[config.mk]
export PLATFORM = sky130hd
export DESIGN_NAME = heq_ctrl
export DESIGN_NICKNAME = d
export VERILOG_FILES = /design/src/rtl/heq_pkg.sv /design/src/rtl/heq_ctrl.sv
export SDC_FILE = /design/constraint.sdc
export NUM_CORES = 1
export LEC_CHECK = 0
export BUFFER_PORTS_ARGS = -buffer_cell sky130_fd_sc_hd__buf_2
export CORE_AREA = 2 2 39 41
export DETAILED_ROUTE_END_ITERATION = 8
export DIE_AREA = 0 0 41 43
export PLACE_DENSITY_LB_ADDON = 0.2
export SLEW_MARGIN = 5
export SYNTH_ARGS = -nofsm -noshare
export SYNTH_HDL_FRONTEND = slang
export SYNTH_SLANG_ARGS = --single-unit
[constraint.sdc]
create_clock -name clk_i -period 1.34 [get_ports clk_i]
set_clock_uncertainty 0.2 [all_clocks]
set_input_delay 0.134 -clock clk_i [delete_from_list [all_inputs] [get_ports clk_i]]
set_output_delay 0.134 -clock clk_i [all_outputs]
set_load 0.005 [all_outputs]
[src/rtl/heq_pkg.sv]
// Types, constants and helpers for the histogram equalization block.
// No dependencies.
package heq_pkg;

  localparam int MAX_PIXELS_DEF = 4194304;

  typedef struct packed {
    logic       mode;
    logic [7:0] red;
    logic [7:0] green;
    logic [7:0] blue;
    logic       frame_end;
  } in_t;

  typedef struct packed {
    logic [7:0] eq_red;
    logic [7:0] eq_green;
    logic [7:0] eq_blue;
  } out_t;

  typedef enum logic [3:0] {
    ST_INIT, ST_IDLE, ST_MAP, ST_LRD, ST_LWR, ST_BSTART, ST_BRD, ST_BACC, ST_BSTEP
  } state_e;

  typedef struct packed {
    logic clr_wr;
    logic cap;
    logic bin_rd;
    logic bin_inc;
    logic bld_start;
    logic bld_rd;
    logic bld_acc;
    logic bld_step;
    logic bld_wr;
    logic map_out;
  } cmd_t;

  typedef struct packed {
    logic last_idx;
    logic step_more;
    logic room;
    logic frame_end;
    logic out_busy;
  } sts_t;

  function automatic logic [7:0] gray_of(logic [7:0] r, logic [7:0] g, logic [7:0] b);
    logic [15:0] sum;
    sum = 16'(16'd54 * r) + 16'(16'd182 * g) + 16'(16'd18 * b);
    return sum[15:8];
  endfunction

endpackage

[src/rtl/heq_ctrl.sv]
// Controller state machine of the histogram equalization block.
// Depends on heq_pkg.
module heq_ctrl (
  input  logic           clk_i,
  input  logic           rst_ni,
  input  logic           in_valid_i,
  input  logic           in_mode_i,
  output logic           in_ready_o,
  input  heq_pkg::sts_t  sts_i,
  output heq_pkg::cmd_t  cmd_o
);
  import heq_pkg::*;

  state_e state_q, state_d;

  always_ff @(posedge clk_i or negedge rst_ni) begin
    if (!rst_ni) begin
      state_q <= ST_INIT;
    end else begin
      state_q <= state_d;
    end
  end

  always_comb begin
    state_d    = state_q;
    cmd_o      = '0;
    in_ready_o = 1'b0;
    case (state_q)
      ST_INIT: begin
        cmd_o.clr_wr = 1'b1;
        if (sts_i.last_idx) begin
          state_d = ST_IDLE;
        end
      end
      ST_IDLE: begin
        in_ready_o = !sts_i.out_busy;
        if (in_valid_i && in_ready_o) begin
          cmd_o.cap = 1'b1;
          state_d   = in_mode_i ? ST_MAP : ST_LRD;
        end
      end
      ST_MAP: begin
        cmd_o.map_out = 1'b1;
        state_d       = ST_IDLE;
      end
      ST_LRD: begin
        if (sts_i.room) begin
          cmd_o.bin_rd = 1'b1;
          state_d      = ST_LWR;
        end else begin
          state_d = sts_i.frame_end ? ST_BSTART : ST_IDLE;
        end
      end
      ST_LWR: begin
        cmd_o.bin_inc = 1'b1;
        state_d       = sts_i.frame_end ? ST_BSTART : ST_IDLE;
      end
      ST_BSTART: begin
        cmd_o.bld_start = 1'b1;
        state_d         = ST_BRD;
      end
      ST_BRD: begin
        cmd_o.bld_rd = 1'b1;
        state_d      = ST_BACC;
      end
      ST_BACC: begin
        cmd_o.bld_acc = 1'b1;
        state_d       = ST_BSTEP;
      end
      ST_BSTEP: begin
        if (sts_i.step_more) begin
          cmd_o.bld_step = 1'b1;
        end else begin
          cmd_o.bld_wr = 1'b1;
          state_d      = sts_i.last_idx ? ST_IDLE : ST_BRD;
        end
      end
      default: state_d = ST_INIT;
    endcase
  end
endmodule

==> summary.md, run 1 <==
| Metric | Value |
|---|---|
| Post-DP Area | `536 µm²` |
| Yosys reg bits | `4` |
| Critical path type | `reg2out` |
| GR Overflow Total | `0` |
| Vias post-DR | `513` |
| Initial antenna violation count | `0` |
| Max Freq | `0.615 GHz` |
| Critical Path RT | `1.01 ns` |
| Final setup vio count | `15` |
| Largest net degree at the start of global routing | `10` |
| Arr. time, crit path | `1.29 ns` |
| Longest Clk Path Bufs | `2` |
| Cell family with most CP delay | `flip-flops` |
| DRT iter0 DRCs | `4` |
| Max_cap viols | `0` |
| CP max stage cell | `dfrtp_2` |
| CTS tree | `done` |
| Final WS setup | `-0.286 ns` |
| Gpl congestion | `0.715` |
| Worst skew pair latency | `0.23 ns` |
| Final instance area | `793 µm²` |
| CP Cell Sequence | `buf_4, nor2_4, nand3b_1, nor2_1, buf_2` |
| Crit-path max FO | `4` |
| Root Driver | `clkbuf_4` |
| DP Wirelength | `815 µm` |
| Residual DRC count | `0` |
| Post-layout util | `57.3%` |
| Die area | `1760 µm²` |
| CP bufs+invs | `2` |
| Max reg flops | `4` |
| Nets | `101` |
| Peak supply drop | `0.000724 V` |
| Wirelength per Cell | `11.8 µm` |
| Most frequent cells in the layout | `18 x buf_2, 16 x buf_4, 7 x buf_6` |
| Worst setup EP type | `output port` |
| Critical path's largest stage delay | `0.42 ns` |
| Syn-to-layout area delta | `123%` |
| Fillers | `140` |
| Avg Cell Area, Syn | `7.56 µm²` |
| P per Cell Area | `1620 nW/µm²` |
| Die W | `41 µm` |
| Levels on crit path | `5` |
| RSZ-0062 raised after global routing | `true` |
| Hold Crit Class | `in2reg` |
| P_leak | `0.378 nW` |
| CTS buffer count | `3` |
| Clk pin slew, worst setup/hold paths | `0.04 ns` |
| Die Ht | `43 µm` |
| Yosys warns | `0` |
| Max_slew headroom | `87.2%` |
| Post-synth net total | `56` |
| TritonCTS Sinks | `4` |
| Core Area | `1380 µm²` |
| First-pass detailed-route iteration total | `4` |
| Hold Path Stages | `4` |
| Final Routed Wirelength | `1260 µm` |
| Setup crit start kind | `flip-flop` |
| Area of the mapped netlist | `355 µm²` |
| Buffers on Ports | `19` |
| Mapped Cells | `47` |
| Vias per inst | `4.84` |
| Min Tclk post-route | `1.63 ns` |
| Share of cells above drive strength 1 | `71.1%` |
| Commonest non-fill, non-tap cell in the layout | `buf_2` |
| Ant diodes | `0` |
| Post-synth cell types | `23` |
| Initial Util | `25.7%` |
| GR Util All Layers | `15.1%` |
| Final period utilization | `121%` |
| H-tree depth | `1` |
| Hold Vio Cnt, Final | `0` |
| I/O pin count | `20` |
| Largest regs | `state_q: 4 flops` |
| Vias in the first global route | `472` |
| Worst reg-to-reg path cell count | `4` |
| Reg with most FFs | `state_q` |
| ANT nets after route | `0` |
| Rows | `14` |
| Failing checks | `setup timing` |
| First-pass GRT wire length | `1830 µm` |
| Sequential share of the synthesized area | `28.2%` |
| Pins Over Slew Limit | `0` |
| Worst slew pin tran | `0.193 ns` |
| Status | `finished with violations` |
## through the flow
| stage | worst slack (ns) | total power, mW | hold WS (ns) | setup TNS [ns] | std cells |
|---|---|---|---|---|---|
| 6_report | -0.286 | 1.28 | 0.0340 | -2.83 | 106 |
| 5_1_grt | -0.334 | 1.38 | 0.0554 | -3.73 | 106 |
| 4_1_cts | -0.263 | 1.10 | 0.0340 | -2.81 | 102 |
| 3_5_place_dp | -0.146 | 0.773 | -0.253 | -0.883 | 90 |
| 3_3_place_gp | -0.159 | 0.771 | -0.251 | -0.997 | 90 |
| 2_1_floorplan | -0.113 | 0.519 | -0.362 | -0.207 | 47 |
## synthesized netlist by cell type (all sizes together)
master	instances	area share, %
nand2	3	3.2
dfrtp	4	28
a2bb2oi	1	2.5
o2111ai	1	2.5
nor2	11	13
nor4	1	1.8
or4b	1	3.9
nor3	4	5.6
buf	3	4.9
a21oi	3	4.2
mux2i	1	2.8
o21ai	1	1.4
nor3b	1	3.5
o22ai	1	1.8
nand3b	1	2.1
and4	1	2.5
nand2b	5	8.8
a31oi	1	1.8
a21boi	1	2.1
or2	1	1.8
and3	1	1.8
## layout make-up
type                            count  area [µm²]  area share, %
Multi-Input combinational cell     40         339           42.7
Timing Repair Buffer               43         309           39.0
Tap cell                           16        20.0           2.52
Sequential cell                     4         103           12.9
Clock buffer                        3        22.5           2.84
## cell families (layout without fill, tap and decap cells)
kind of cell,Yosys count,after routing,share of synthesized area [%]
AO/OA/AOI/OAI,9,9,16.2
buffers and inverters,3,46,4.93
flip-flops,4,4,28.2
multiplexers,1,1,2.82
AND/OR/NAND/NOR,30,30,47.9
## metal layers
layer / GRT usage (%) / vias up / part of all wire (%)
met2: 24.4 / 9 / 56
met1: 17.6 / 247 / 42
li1: - / 257 / -
met5: 0 / - / 0
met4: 10.0 / 0 / 0
met3: 1.57 / 0 / 2.2
## path summary, 6_finish.rpt
path | from | slack (ns) | to
hold / removal | in_valid_i | 0.03 | state_q[0]
setup / recovery | state_q[2] | -0.29 | cmd_o[8]
max in group asynchronous | rst_ni | 0.75 | state_q[1]
hold reg to reg | state_q[0] | 0.54 | state_q[1]
min in group asynchronous | rst_ni | 0.05 | state_q[0]
setup reg to reg | state_q[0] | -0.21 | state_q[2]
## what timing repair did
item / CTS / global route
hold buffers: 2 / 0
pin swaps: 6 / 9
endpoints found under the setup margin: 15 / 15
resized for setup: 14 / 18
buffers inserted: 7 / 5
hold endpoints to repair: 5 / 0
## worst min-delay path, delay by kind of cell
kind / cells / cell delay [ns]
and+or+nand+nor: 2 / 0.16
buffers and inverters: 1 / 0.07
AOI/OAI and AO/OA: 1 / 0.05
## report_power, final
part	internal [mW]	switching [mW]	leakage, nW
clock	0.0997	0.0421	0.0138
sequential	0.163	0.0478	0.0494
combinational	0.502	0.428	0.315
total	0.765	0.518	0.378
Note: power is estimated with default switching activity, not from simulation.
==> run 2: changes to the inputs <==
--- a/config.mk
+++ b/config.mk
@@ -9,7 +9,9 @@
 export CORE_AREA = 2 2 39 41
 export DETAILED_ROUTE_END_ITERATION = 8
 export DIE_AREA = 0 0 41 43
+export GPL_ROUTABILITY_DRIVEN = 1
 export PLACE_DENSITY_LB_ADDON = 0.2
+export SKIP_CTS_REPAIR_TIMING = 1
 export SLEW_MARGIN = 5
 export SYNTH_ARGS = -nofsm -noshare
 export SYNTH_HDL_FRONTEND = slang
==> summary.md, run 2 (synthesis results as in run 1) <==
| Metric | Value |
|---|---|
| Vias post-DR | `472 (-8.0%)` |
| Cell family with most CP delay | `flip-flops` |
| Max reg flops | `4 (unchanged)` |
| Max_slew headroom | `82.2% (-4.9 points)` |
| GR Overflow Total | `0 (unchanged)` |
| DP Wirelength | `815 µm (unchanged)` |
| Core Area | `1380 µm² (unchanged)` |
| Largest regs | `state_q: 4 flops` |
| Hold Vio Cnt, Final | `0 (unchanged)` |
| Failing checks | `setup timing` |
| Vias per inst | `4.77 (-1.5%)` |
| CTS buffer count | `3 (unchanged)` |
| CP most frequent cell | `buf_6` |
| Pins Over Slew Limit | `0 (unchanged)` |
| H-tree depth | `1 (unchanged)` |
| Die area | `1760 µm² (unchanged)` |
| Root Driver | `clkbuf_4` |
| Largest net degree at the start of global routing | `10 (unchanged)` |
| Peak supply drop | `0.000669 V (-7.5%)` |
| P_leak | `0.333 nW (-12%)` |
| Critical Path RT | `1.01 ns (about the same)` |
| Die W | `41 µm (unchanged)` |
| Status | `finished with violations` |
| Post-Place Cells | `90 (unchanged)` |
| Crit-path max FO | `4 (unchanged)` |
| GR Util All Layers | `13.1% (-2.0 points)` |
| First-pass detailed-route iteration total | `5 (+1)` |
| Hold Crit Class | `in2reg` |
| Buffers on Ports | `19 (unchanged)` |
| Arr. time, crit path | `1.27 ns (-0.02 ns)` |
| Initial antenna violation count | `0 (unchanged)` |
| Die Ht | `43 µm (unchanged)` |
| CP bufs+invs | `2 (unchanged)` |
| Clk pin slew, worst setup/hold paths | `0.04 ns (about the same)` |
| Storage cell area | `103 µm² (unchanged)` |
| Setup crit start kind | `flip-flop` |
| Non-filler instance count after layout | `99 (-6.6%)` |
| CP Cell Sequence | `buf_6, nor3_4, and3_4, buf_6` |
| Area of the multi-input gates | `280 µm² (-17%)` |
| Nets | `94 (-6.9%)` |
| Post-layout util | `48.5% (-8.9 points)` |
| Final period utilization | `120% (-1.3 points)` |
| TritonCTS Sinks | `4 (unchanged)` |
| Ant diodes | `0 (unchanged)` |
| First-pass GRT wire length | `1560 µm (-15%)` |
| Wirelength per Cell | `10.9 µm (-7.5%)` |
| RSZ-0062 raised after global routing | `true` |
| Max_cap viols | `0 (unchanged)` |
| Min Tclk post-route | `1.61 ns (-0.0168 ns)` |
| Syn-to-layout area delta | `88.7%` |
| Final WS setup | `-0.269 ns (+0.0168 ns)` |
| Share of cells above drive strength 1 | `59.0% (-12 points)` |
| Initial Util | `25.7% (unchanged)` |
| Reg with most FFs | `state_q` |
| Residual DRC count | `0 (unchanged)` |
| I/O pin count | `20 (unchanged)` |
| Critical path's largest stage delay | `0.43 ns (about the same)` |
| Worst skew pair latency | `0.23 ns (about the same)` |
| Gpl congestion | `0.715 (unchanged)` |
| Final Routed Wirelength | `1080 µm (-14%)` |
| Commonest non-fill, non-tap cell in the layout | `buf_2` |
| Power, Total | `1.09 mW (-15%)` |
| Rows | `14 (unchanged)` |
| Worst slack, placed | `-0.146 ns (unchanged)` |
| P per Cell Area | `1620 nW/µm² (+0.12%)` |
| CP max stage cell | `dfrtp_2` |
| Final setup vio count | `15 (unchanged)` |
| Vias in the first global route | `400 (-15%)` |
| Most frequent cells in the layout | `18 x buf_2, 12 x buf_4, 8 x nor2_1` |
| Worst slew pin tran | `0.267 ns (+0.0741 ns)` |
| Critical path type | `reg2out` |
| Worst setup EP type | `output port` |
| Max Freq | `0.622 GHz (+1.0%)` |
| Longest Clk Path Bufs | `2 (unchanged)` |
| Fillers | `159 (+14%)` |
| ANT nets after route | `0 (unchanged)` |
| DRT iter0 DRCs | `7 (+3)` |
| CTS tree | `done` |
[run 2: cell types whose count changed in the layout (fill, tap and decap cells not counted), sizes merged]
cell	delta
buf	-7
[run 2: worst reg2reg max path, cell delays in order (launching register included)]
cell and delay, ns:
dfrtp_2 0.43, or4b_4 0.50, nor2_2 0.09, nor3_1 0.05
a31oi_1 0.17
[run 2: final timing paths]
| check | start | to | slack [ns] | depth (start not counted) |
|---|---|---|---|---|
| worst max-delay path | state_q[2] | cmd_o[2] | -0.27 | 4 |
| max in group asynchronous | rst_ni | state_q[1] | 0.75 | 2 |
| min in group asynchronous | rst_ni | state_q[0] | 0.05 | 2 |
| worst max register to register | state_q[2] | state_q[2] | -0.17 | 4 |
| worst min-delay path | in_valid_i | state_q[0] | 0.04 | 4 |
| worst min register to register | state_q[0] | state_q[1] | 0.55 | 4 |
[run 2: metrics by stage]
step | setup TNS [ns] | instance area, µm² | hold WS, ns
after floorplan | -0.207 | 355 | -0.362
after global placement | -0.997 | 536 | -0.251
after detailed placement | -0.883 | 536 | -0.253
after CTS | -3.60 | 558 | -0.501
after global routing | -4.05 | 671 | 0.0552
final | -2.91 | 671 | 0.0440
[run 2: per-layer routing]
layer / part of all wire (%) / track usage (%) / routed length [µm] / up-vias
li1: - / - / - / 243
met1: 46 / 15.3 / 499 / 220
met2: 51 / 20.3 / 557 / 9
met3: 2.6 / 1.57 / 28 / 0
met4: 0 / 10.0 / 0 / 0
met5: 0 / 0 / 0 / -
[run 2: report_power, final]
group          switching [mW]  leakage (nW)  total [mW]  internal (mW)
registers              0.0453        0.0494       0.208          0.163
logic                   0.331         0.270       0.732          0.401
clock network          0.0456        0.0138       0.146         0.0999
total                   0.421         0.333        1.09          0.664
[run 2: area by class of cell]
type | instances | area share [%]
clock buffers | 3 | 3.36
multi-input cells | 40 | 41.8
flip-flops and latches | 4 | 15.3
well taps | 16 | 2.99
repair buffers | 36 | 36.6
